**src/mbg_pkg.sv**
```systemverilog
// Package for the maze backtracker generator: grid sizes, derived widths,
// the neighbour pick record and a small modulo-3 helper. No dependencies.
package mbg_pkg;

	// Built grid size
	localparam int GRID_WIDTH  = 16;
	localparam int GRID_HEIGHT = 16;

	// Derived sizes and widths
	localparam int CELL_TOTAL = GRID_WIDTH * GRID_HEIGHT;
	localparam int XW         = $clog2(GRID_WIDTH);
	localparam int YW         = $clog2(GRID_HEIGHT);
	localparam int CW         = XW + YW;
	localparam int SAW        = $clog2(CELL_TOTAL);
	localparam int CNTW       = $clog2(CELL_TOTAL + 1);
	localparam int WSW        = $clog2(GRID_WIDTH + 1);
	localparam int HSW        = $clog2(GRID_HEIGHT + 1);
	localparam int CMPW       = ((XW > YW) ? XW : YW) + 2;

	// Fixed field widths
	localparam int SIZE_W  = 5;
	localparam int RND_W   = 8;
	localparam int COORD_W = 4;

	// Configuration register indexes
	localparam logic REG_MAZE_WIDTH  = 1'b0;
	localparam logic REG_MAZE_HEIGHT = 1'b1;

	// Neighbour directions, in search order
	typedef enum logic [1:0] {
		DIR_UP    = 2'd0,
		DIR_DOWN  = 2'd1,
		DIR_LEFT  = 2'd2,
		DIR_RIGHT = 2'd3
	} dir_t;

	// Outcome of the neighbour search for one popped cell
	typedef struct packed {
		logic                  carved;
		logic [XW-1:0]         px;
		logic [YW-1:0]         py;
		logic [GRID_WIDTH-1:0] row_new;
	} pick_t;

	// v mod 3 via reciprocal multiply (171/512 ~ 1/3), exact for 8-bit v
	function automatic logic [1:0] mod3(input logic [RND_W-1:0] v);
		logic [2*RND_W-1:0] prod;
		logic [RND_W-1:0]   q;
		logic [RND_W-1:0]   rem;
		prod = v * 8'd171;
		q    = RND_W'(prod[2*RND_W-1:9]);
		rem  = v - RND_W'(q * 2'd3);
		return rem[1:0];
	endfunction

endpackage

```
**src/mbg_ram.sv**
```systemverilog
// Generic single-write, single-read synchronous RAM with registered read.
// No dependencies.
module mbg_ram #(
	parameter int WIDTH = 8,
	parameter int DEPTH = 256
) (
	input  logic                     clk,
	input  logic                     we,
	input  logic [$clog2(DEPTH)-1:0] waddr,
	input  logic [WIDTH-1:0]         wdata,
	input  logic                     re,
	input  logic [$clog2(DEPTH)-1:0] raddr,
	output logic [WIDTH-1:0]         rdata
);

	logic [WIDTH-1:0] mem [DEPTH];

	// write port and registered read port
	always_ff @(posedge clk) begin
		if (we) begin
			mem[waddr] <= wdata;
		end
		if (re) begin
			rdata <= mem[raddr];
		end
	end

endmodule

```
**src/mbg_pick.sv**
```systemverilog
// Neighbour search for one popped cell: bounds, visited test, count and
// random pick among up/down/left/right. Depends on mbg_pkg.
module mbg_pick import mbg_pkg::*; (
	input  logic [XW-1:0]         cx,
	input  logic [YW-1:0]         cy,
	input  logic [WSW-1:0]        used_w,
	input  logic [HSW-1:0]        used_h,
	input  logic [GRID_WIDTH-1:0] row_up,
	input  logic [GRID_WIDTH-1:0] row_mid,
	input  logic [GRID_WIDTH-1:0] row_dn,
	input  logic [RND_W-1:0]      rnd,
	output pick_t                 pick
);

	logic [CMPW-1:0] xe, ye, we_s, he_s;
	logic            ok_up, ok_dn, ok_lf, ok_rt;
	logic [XW-1:0]   xl, xr;
	logic [3:0]      avail;
	logic [2:0]      n;
	logic [1:0]      sel;
	logic [1:0]      seen;
	logic            found;
	dir_t            dir;

	// bounds against the sizes in use
	always_comb begin
		xe    = CMPW'(cx);
		ye    = CMPW'(cy);
		we_s  = CMPW'(used_w);
		he_s  = CMPW'(used_h);
		xl    = cx - XW'(1);
		xr    = cx + XW'(1);
		ok_up = (cy != '0) && (xe < we_s) && ((ye - CMPW'(1)) < he_s);
		ok_dn = (xe < we_s) && ((ye + CMPW'(1)) < he_s);
		ok_lf = (cx != '0) && ((xe - CMPW'(1)) < we_s) && (ye < he_s);
		ok_rt = ((xe + CMPW'(1)) < we_s) && (ye < he_s);
	end

	// unvisited candidates in search order
	assign avail[DIR_UP]    = ok_up & ~row_up[cx];
	assign avail[DIR_DOWN]  = ok_dn & ~row_dn[cx];
	assign avail[DIR_LEFT]  = ok_lf & ~row_mid[xl];
	assign avail[DIR_RIGHT] = ok_rt & ~row_mid[xr];

	assign n = 3'($countones(avail));

	// random value modulo candidate count
	always_comb begin
		unique case (n)
			3'd2:    sel = {1'b0, rnd[0]};
			3'd3:    sel = mod3(rnd);
			3'd4:    sel = rnd[1:0];
			default: sel = 2'd0;
		endcase
	end

	// walk to the sel-th candidate
	always_comb begin
		seen  = 2'd0;
		found = 1'b0;
		dir   = DIR_UP;
		for (int k = 0; k < 4; k++) begin
			if (avail[k] && !found) begin
				if (seen == sel) begin
					found = 1'b1;
					dir   = dir_t'(k);
				end else begin
					seen = seen + 2'd1;
				end
			end
		end
	end

	// neighbour coordinates and its updated visited row
	always_comb begin
		pick.carved = (n != 3'd0);
		unique case (dir)
			DIR_UP: begin
				pick.px      = cx;
				pick.py      = cy - YW'(1);
				pick.row_new = row_up;
			end
			DIR_DOWN: begin
				pick.px      = cx;
				pick.py      = cy + YW'(1);
				pick.row_new = row_dn;
			end
			DIR_LEFT: begin
				pick.px      = xl;
				pick.py      = cy;
				pick.row_new = row_mid;
			end
			default: begin
				pick.px      = xr;
				pick.py      = cy;
				pick.row_new = row_mid;
			end
		endcase
		pick.row_new[pick.px] = 1'b1;
	end

endmodule

```
**src/maze_backtracker_generator.sv**
```systemverilog
// Top level of the maze backtracker generator: control sequencer, cell stack
// and visited-row memories. Depends on mbg_pkg, mbg_ram and mbg_pick.
//
// Depth-first maze carver. The cell stack sits in one RAM (one cell per
// entry) and the visited map in a second RAM holding one grid row per word.
// One item is handled at a time; in_ready is high only between items. A step
// on a non-empty stack that carves runs the pop read, three visited-row reads
// on the single read port, pick, two pushes through the single stack write
// port and the result; one that only pops skips the pushes, and a step on an
// empty stack goes straight to the result. A restart sweeps the visited RAM
// one row per cycle. The map needs no sweep after reset: it is only read after
// a restart. A finished result waits in the output register while the next
// beat is accepted.
module maze_backtracker_generator import mbg_pkg::*; (
	input  logic                clk,
	input  logic                arst_n,
	// configuration
	input  logic                cfg_we,
	input  logic                cfg_index,
	input  logic [SIZE_W-1:0]   cfg_data,
	// input channel
	input  logic                in_valid,
	output logic                in_ready,
	input  logic                restart,
	input  logic [RND_W-1:0]    random_value,
	// output channel
	output logic                out_valid,
	input  logic                out_ready,
	output logic                carved,
	output logic [COORD_W-1:0]  from_x,
	output logic [COORD_W-1:0]  from_y,
	output logic [COORD_W-1:0]  to_x,
	output logic [COORD_W-1:0]  to_y,
	output logic                done_res
);

	typedef enum logic [3:0] {
		ST_IDLE,
		ST_CLEAR,
		ST_ROWM,
		ST_ROWU,
		ST_ROWD,
		ST_PICK,
		ST_PUSH0,
		ST_PUSH1,
		ST_OUT
	} state_t;

	state_t              state_q;
	logic [CNTW-1:0]     cnt_q;
	logic [YW-1:0]       clr_row_q;
	logic [RND_W-1:0]    rnd_q;
	logic                popped_q;
	logic [XW-1:0]       cx_q;
	logic [YW-1:0]       cy_q;
	logic [GRID_WIDTH-1:0] row_mid_q, row_up_q;
	pick_t               pick_q;
	pick_t               pick;
	logic [SIZE_W-1:0]   maze_width_q, maze_height_q;
	logic [WSW-1:0]      used_w;
	logic [HSW-1:0]      used_h;

	logic                out_valid_q, carved_q, done_q;
	logic [COORD_W-1:0]  from_x_q, from_y_q, to_x_q, to_y_q;

	// memory ports
	logic                stk_we, stk_re;
	logic [SAW-1:0]      stk_waddr, stk_raddr;
	logic [CW-1:0]       stk_wdata, stk_rdata;
	logic                map_we, map_re;
	logic [YW-1:0]       map_waddr, map_raddr;
	logic [GRID_WIDTH-1:0] map_wdata, map_rdata;

	logic                in_beat, out_free, push_ok;
	logic [CNTW-1:0]     cnt_dec;

	assign in_ready = (state_q == ST_IDLE);
	assign in_beat  = in_valid & in_ready;
	assign out_free = ~out_valid_q | out_ready;
	assign cnt_dec  = cnt_q - CNTW'(1);
	assign push_ok  = (cnt_q < CNTW'(CELL_TOTAL));

	// sizes in use: zero reads as one, oversize saturates to the built grid
	always_comb begin
		if (maze_width_q == '0) begin
			used_w = WSW'(1);
		end else if (int'(maze_width_q) > GRID_WIDTH) begin
			used_w = WSW'(GRID_WIDTH);
		end else begin
			used_w = WSW'(maze_width_q);
		end
		if (maze_height_q == '0) begin
			used_h = HSW'(1);
		end else if (int'(maze_height_q) > GRID_HEIGHT) begin
			used_h = HSW'(GRID_HEIGHT);
		end else begin
			used_h = HSW'(maze_height_q);
		end
	end

	// configuration registers
	always_ff @(posedge clk or negedge arst_n) begin
		if (!arst_n) begin
			maze_width_q  <= SIZE_W'(16);
			maze_height_q <= SIZE_W'(16);
		end else if (cfg_we) begin
			unique case (cfg_index)
				REG_MAZE_WIDTH:  maze_width_q  <= cfg_data;
				REG_MAZE_HEIGHT: maze_height_q <= cfg_data;
				default: ;
			endcase
		end
	end

	// stack port control
	always_comb begin
		stk_re    = in_beat & ~restart & (cnt_q != '0);
		stk_raddr = SAW'(cnt_dec);
		stk_we    = 1'b0;
		stk_waddr = SAW'(cnt_q);
		stk_wdata = {cy_q, cx_q};
		unique case (state_q)
			ST_CLEAR: begin
				stk_we    = (clr_row_q == '0);
				stk_waddr = '0;
				stk_wdata = '0;
			end
			ST_PUSH0: stk_we = push_ok;
			ST_PUSH1: begin
				stk_we    = push_ok;
				stk_wdata = {pick_q.py, pick_q.px};
			end
			default: ;
		endcase
	end

	// visited-row port control
	always_comb begin
		map_re    = 1'b0;
		map_raddr = cy_q;
		map_we    = 1'b0;
		map_waddr = pick_q.py;
		map_wdata = pick_q.row_new;
		unique case (state_q)
			ST_ROWM: begin
				map_re    = 1'b1;
				map_raddr = stk_rdata[CW-1:XW];
			end
			ST_ROWU: begin
				map_re    = 1'b1;
				map_raddr = (cy_q != '0) ? cy_q - YW'(1) : cy_q;
			end
			ST_ROWD: begin
				map_re    = 1'b1;
				map_raddr = (int'(cy_q) < GRID_HEIGHT - 1) ? cy_q + YW'(1) : cy_q;
			end
			ST_CLEAR: begin
				map_we    = 1'b1;
				map_waddr = clr_row_q;
				map_wdata = (clr_row_q == '0) ? GRID_WIDTH'(1) : '0;
			end
			ST_PUSH0: map_we = 1'b1;
			default: ;
		endcase
	end

	mbg_ram #(.WIDTH(CW), .DEPTH(CELL_TOTAL)) u_stack (
		.clk   (clk),
		.we    (stk_we),
		.waddr (stk_waddr),
		.wdata (stk_wdata),
		.re    (stk_re),
		.raddr (stk_raddr),
		.rdata (stk_rdata)
	);

	mbg_ram #(.WIDTH(GRID_WIDTH), .DEPTH(GRID_HEIGHT)) u_visited (
		.clk   (clk),
		.we    (map_we),
		.waddr (map_waddr),
		.wdata (map_wdata),
		.re    (map_re),
		.raddr (map_raddr),
		.rdata (map_rdata)
	);

	// down row comes straight from the read port in ST_PICK
	mbg_pick u_pick (
		.cx      (cx_q),
		.cy      (cy_q),
		.used_w  (used_w),
		.used_h  (used_h),
		.row_up  (row_up_q),
		.row_mid (row_mid_q),
		.row_dn  (map_rdata),
		.rnd     (rnd_q),
		.pick    (pick)
	);

	// sequencer, stack count and output register
	always_ff @(posedge clk or negedge arst_n) begin
		if (!arst_n) begin
			state_q     <= ST_IDLE;
			cnt_q       <= '0;
			clr_row_q   <= '0;
			rnd_q       <= '0;
			popped_q    <= 1'b0;
			cx_q        <= '0;
			cy_q        <= '0;
			row_mid_q   <= '0;
			row_up_q    <= '0;
			pick_q      <= '0;
			out_valid_q <= 1'b0;
			carved_q    <= 1'b0;
			done_q      <= 1'b0;
			from_x_q    <= '0;
			from_y_q    <= '0;
			to_x_q      <= '0;
			to_y_q      <= '0;
		end else begin
			// a beat leaves the output register; ST_OUT refills it itself
			if (out_valid_q && out_ready && (state_q != ST_OUT)) begin
				out_valid_q <= 1'b0;
			end
			unique case (state_q)
				ST_IDLE: begin
					if (in_beat) begin
						rnd_q    <= random_value;
						popped_q <= 1'b0;
						if (restart) begin
							cnt_q     <= CNTW'(1);
							clr_row_q <= '0;
							state_q   <= ST_CLEAR;
						end else if (cnt_q != '0) begin
							cnt_q    <= cnt_dec;
							popped_q <= 1'b1;
							state_q  <= ST_ROWM;
						end else begin
							state_q <= ST_OUT;
						end
					end
				end
				ST_CLEAR: begin
					clr_row_q <= clr_row_q + YW'(1);
					if (int'(clr_row_q) == GRID_HEIGHT - 1) begin
						state_q <= ST_OUT;
					end
				end
				ST_ROWM: begin
					cx_q    <= stk_rdata[XW-1:0];
					cy_q    <= stk_rdata[CW-1:XW];
					state_q <= ST_ROWU;
				end
				ST_ROWU: begin
					row_mid_q <= map_rdata;
					state_q   <= ST_ROWD;
				end
				ST_ROWD: begin
					row_up_q <= map_rdata;
					state_q  <= ST_PICK;
				end
				ST_PICK: begin
					pick_q  <= pick;
					state_q <= pick.carved ? ST_PUSH0 : ST_OUT;
				end
				ST_PUSH0: begin
					if (push_ok) begin
						cnt_q <= cnt_q + CNTW'(1);
					end
					state_q <= ST_PUSH1;
				end
				ST_PUSH1: begin
					if (push_ok) begin
						cnt_q <= cnt_q + CNTW'(1);
					end
					state_q <= ST_OUT;
				end
				ST_OUT: begin
					if (out_free) begin
						out_valid_q <= 1'b1;
						carved_q    <= popped_q & pick_q.carved;
						from_x_q    <= popped_q ? COORD_W'(cx_q) : '0;
						from_y_q    <= popped_q ? COORD_W'(cy_q) : '0;
						to_x_q      <= (popped_q & pick_q.carved) ? COORD_W'(pick_q.px) : '0;
						to_y_q      <= (popped_q & pick_q.carved) ? COORD_W'(pick_q.py) : '0;
						done_q      <= (cnt_q == '0);
						state_q     <= ST_IDLE;
					end
				end
				default: state_q <= ST_IDLE;
			endcase
		end
	end

	assign out_valid = out_valid_q;
	assign carved    = carved_q;
	assign from_x    = from_x_q;
	assign from_y    = from_y_q;
	assign to_x      = to_x_q;
	assign to_y      = to_y_q;
	assign done_res  = done_q;

	// stack never grows past the grid
	a_cnt_bound: assert property (@(posedge clk) disable iff (!arst_n)
		cnt_q <= CNTW'(CELL_TOTAL))
		else $error("stack count above cell total");

	// a carved passage joins two adjacent cells
	a_adjacent: assert property (@(posedge clk) disable iff (!arst_n)
		out_valid && carved |->
			((from_x == to_x) &&
			 ((to_y == from_y + 4'd1) || (from_y == to_y + 4'd1))) ||
			((from_y == to_y) &&
			 ((to_x == from_x + 4'd1) || (from_x == to_x + 4'd1))))
		else $error("carved passage between non-adjacent cells");

	// a carving step leaves at least two cells on the stack
	a_carve_done: assert property (@(posedge clk) disable iff (!arst_n)
		out_valid && carved |-> !done_res)
		else $error("done flagged on a carving step");

	// one item at a time: no accept in the cycle after an accept
	a_one_item: assert property (@(posedge clk) disable iff (!arst_n)
		in_valid && in_ready |=> !in_ready)
		else $error("back-to-back accept");

	// memory writes only happen outside the read phase of a step
	a_no_rw_mix: assert property (@(posedge clk) disable iff (!arst_n)
		map_re |-> !map_we && !stk_we)
		else $error("visited read overlaps a write");

endmodule
```
**config.mk**
```make
export PLATFORM = sky130hd
export DESIGN_NAME = maze_backtracker_generator
export DESIGN_NICKNAME = d
export VERILOG_FILES = /design/src/mbg_pkg.sv /design/src/mbg_ram.sv /design/src/mbg_pick.sv /design/src/maze_backtracker_generator.sv
export SDC_FILE = /design/constraint.sdc
export NUM_CORES = 2
export LEC_CHECK = 0
export BUFFER_PORTS_ARGS = -buffer_cell sky130_fd_sc_hd__buf_2
export CAP_MARGIN = 10
export CELL_PAD_IN_SITES_DETAIL_PLACEMENT = 1
export CELL_PAD_IN_SITES_GLOBAL_PLACEMENT = 2
export CORE_ASPECT_RATIO = 1.25
export CORE_MARGIN = 10
export CORE_UTILIZATION = 47
export CTS_BUF_LIST = sky130_fd_sc_hd__clkbuf_4 sky130_fd_sc_hd__clkbuf_8
export DETAILED_ROUTE_END_ITERATION = 10
export PLACE_DENSITY_LB_ADDON = 0.15
export SETUP_SLACK_MARGIN = 0.3
export SYNTH_ARGS = -nofsm -noshare
export SYNTH_HDL_FRONTEND = slang
export SYNTH_SLANG_ARGS = --single-unit
```
**constraint.sdc**
```tcl
create_clock -name clk -period 14.8 [get_ports clk]
set_input_delay 3.7 -clock clk [delete_from_list [all_inputs] [get_ports clk]]
set_output_delay 3.7 -clock clk [all_outputs]
set_load 0.005 [all_outputs]
```
==> flow_summary_export.csv <==
group,metric,value,unit
critical_path,cp_cell_sequence,"inv_1 -> ha_1 -> mux4_2 -> mux4_2 -> or3b_1 -> a21oi_1 -> ha_1 -> ha_1 -> fa_1 -> inv_1 -> a2111oi_0 -> a31oi_1 -> a21boi_0 -> ha_1 -> mux2i_1 -> a311o_1 -> o221a_1 -> o211ai_1 -> o21ai_2 -> o221ai_2 -> o32ai_1",
timing,skew,84.7,ps
power,p_sw_frac,0.377,
grt,grt_pass1_vias,52700,
critical_path,cp_slowest_stage_delay,990,ps
critical_path,endpoint_kind,"flop",
timing,fin_setup_tns,0,ps
clocking,clock_sinks,2448,
clocking,clkLatencyLatePin,1020,ps
synth,synthCells,4905,
synth,synthArstFlopShare,0.0490,
floorplan,core-area,0.208,sq mm
detailed_routing,via_per_inst,6.00,
synth,ys_seq_area_frac,0.741,
timing,hold_violations,0,
timing,grt_setup_unrepaired,"no",
placed_design,place_congestion,0.794,
cells_and_area,layout-drive-gt1-share,0.285,
detailed_routing,final_antenna_net_count,0,
clocking,clkTransAtPathRegs,60,ps
floorplan,rows,187,
power,pwr-share-clk,0.222,
power,comb_power_share,0.424,
cells_and_area,nFillCells,18400,
synth,synth-edff-count,2328,
cells_and_area,fin_cells,8179,
synth,syn_avg_cell_area,20.1,sq um
critical_path,reg2reg_to,"pick_q[13]$_DFFE_PN0N_",
critical_path,worstPathArrival,10020,ps
cells_and_area,final_area,0.110,sq mm
timing,setup_ws,5680,ps
detailed_routing,num_vias,49000,
clocking,cts_root_buffer,"clkbuf_8",
power,vdd.ir_drop.worst,0.262,mV
grt,grt_first_pass_wirelength,376000,microns
detailed_routing,drtIter0Drc,4351,
synth,synth_fa_ha_area_frac,0.00933,
cells_and_area,layout_commonest_cell,"edfxtp_1",
grt,antenna_found_initial,6,
critical_path,cp.required,15700,ps
placed_design,pre_cts_slack,5850,ps
job,drv_cap,0,
critical_path,crit_family,"compound AO/OA/AOI/OAI gates",
clocking,holdBufCountCts,0,
critical_path,rrSetupSlack,5680,ps
cells_and_area,final_util,0.527,
grt,grt_max_degree,196,
timing,final_max_slew_viol_count,0,
floorplan,initial_core_util,0.473,
placed_design,io_buffer_count,39,
clocking,cts_setup_buffers,0,
detailed_routing,drc,0,
clocking,cts_tree,"built",
synth,ys.flop_type,"edfxtp_1",
timing,clock.fmax,110,MHz
synth,synthDistinctLibCells,87,
timing,holdWs,472,ps
timing,tightest_slew,1220,ps
timing,finalCriticalPeriod,9120,ps
min_path,min_path_type,"reg2reg",
critical_path,crit_path_frequent_cell,"ha_1",
power,intPower,16.2,mW
synth,synth_mux_area_frac,0.166,
power,power,26.0,mW
timing,slew_headroom,0.187,
detailed_routing,wl_per_cell,31.1,microns
power,power.switching,9.81,mW
critical_path,crit_path_top_delay_cell,"o21ai_2",
floorplan,ioPinCount,40,
synth,synthXorXnorAreaFrac,0.00278,
synth,syn_nets,4991,
power,p_per_area,237,mW/mm^2
floorplan,dieArea,0.228,sq mm
clocking,numCtsBuffers,389,
cells_and_area,final_cell_mix,"2328 x edfxtp_1, 693 x mux4_2, 406 x clkbuf_8",
critical_path,path_max_fanout,23,
min_path,worstHoldStart,"to_x[3]$_DFFE_PN0P_",
min_path,worstHoldPathCells,2,
placed_design,placed_area,0.102,sq mm
critical_path,startpoint_type,"flop",
synth,synth_top_family_by_area,"multiplexers",
grt,grt_overflow_total,0,
floorplan,die_h,532,microns
synth,ys_warn_count,0,
critical_path,path_class,"reg2reg",
power,power.leakage,35.2,nW
clocking,h-tree-depth,5,
detailed_routing,wirelength,254000,microns
synth,synth_compound_area_frac,0.0292,
detailed_routing,first_pass_iters,6,
cells_and_area,nets,5228,
cells_and_area,area_growth,11.5,%
synth,synth_simple_gate_area_frac,0.0379,
floorplan,die_x,429,microns
clocking,cts-resized-gates,0,
critical_path,worst-path-buf-inv,2,
synth,ys_ff_latch,2448,
synth,syn_area,0.0984,sq mm
critical_path,reg2regPathDepth,21,
placed_design,dp.cells,7490,
timing,post-route-period-util,0.616,
grt,gr-usage-all-layers,0.222,
power,seq_power_share,0.353,
timing,finalSetupViolCount,0,
status,status,"finished, final reports clean",
critical_path,r2r_start,"cx_q[1]$_DFFE_PN0P_",
min_path,hold_end,"to_x[3]$_DFFE_PN0P_",
clocking,cts.path.max_buffers,4,
placed_design,hpwl,151000,microns
## flip-flops by register name, summed over array words and instances, names as in the netlist, 9 cells and up
register / cells
cnt_q: 9
pick_q: 25
row_mid_q: 16
row_up_q: 16
u_stack.mem: 2048
u_visited.mem: 256
u_visited.rdata: 16
## worst max path at each step
stage,slack [ps],end,depth (start not counted),startpoint
floorplan,780,u_stack.mem[0][0]$_DFFE_PP_,7,state_q[0]$_DFFE_PN0P_
global placement,6090,pick_q[11]$_DFFE_PN0N_,21,cx_q[1]$_DFFE_PN0P_
detailed placement,5850,pick_q[13]$_DFFE_PN0N_,21,cx_q[1]$_DFFE_PN0P_
CTS,5760,pick_q[13]$_DFFE_PN0N_,21,cx_q[1]$_DFFE_PN0P_
global route,4910,pick_q[13]$_DFFE_PN0N_,21,cx_q[1]$_DFFE_PN0P_
finish,5680,pick_q[13]$_DFFE_PN0N_,21,cx_q[1]$_DFFE_PN0P_
## synthesized netlist by cell type, drive strengths merged, types with 21 or more instances
| cell type | n | area (sq um) |
|---|---|---|
| edfxtp | 2328 | 69900 |
| mux4 | 696 | 15700 |
| nor2 | 331 | 1240 |
| nand2 | 316 | 1190 |
| clkbuf | 214 | 803 |
| dfrtp | 118 | 2950 |
| a211oi | 99 | 756 |
| and2 | 91 | 569 |
| buf | 78 | 325 |
| o21ai | 62 | 314 |
| a21oi | 56 | 280 |
| ha | 55 | 688 |
| inv | 52 | 195 |
| a31oi | 45 | 282 |
| mux2 | 39 | 443 |
| nand3 | 39 | 200 |
| mux2i | 22 | 220 |
| o22ai | 21 | 131 |
## cell type report
cell class | instances | area [sq um] | area share
Clock buffer | 520 | 6440 | 0.0587
Multi-Input combinational cell | 2110 | 24400 | 0.223
Inverter | 55 | 206 | 0.00188
Tap cell | 2740 | 3430 | 0.0312
Antenna cell | 4 | 10.0 | 0.0000912
Clock inverter | 164 | 1220 | 0.0111
Timing Repair Buffer | 138 | 1060 | 0.00964
Sequential cell | 2448 | 72900 | 0.665
## routing by layer
metal / part of all wire / global-route usage / wire length (microns)
met5: 0 / 0 / 0
met4: 0.030 / 0.0685 / 7690
met3: 0.055 / 0.0352 / 14100
met2: 0.52 / 0.381 / 131000
met1: 0.40 / 0.291 / 101000
## power groups by stage
stage	Sequential, mW	Clock [mW]	Combinational [mW]
floorplan	9.66	0	7.36
global placement	9.32	0	11.0
detailed placement	9.33	0	11.2
CTS	9.19	5.93	11.2
global route	9.22	6.24	11.9
finish	9.19	5.78	11.0
## worst register-to-register path: cells and delay by family, from the launching register on
family                     cells  cell delay (ps)
and+or+nand+nor                1              350
DFF                            1              890
AOI/OAI and AO/OA             10             3940
buffers and inverters          2              430
adders and majority gates      5             2270
muxes                          3             1130
## logic make-up (layout without fill, tap and decap cells)
logic type      after synthesis  after routing
compound gates              400            400
xor+xnor                     28             28
fa+ha+maj                    67             67
buf+inv                     347            877
flops                      2448           2448
mux                         757            757
other cells                   0              4
simple gates                858            858
Power figures use the tool's default switching activity.
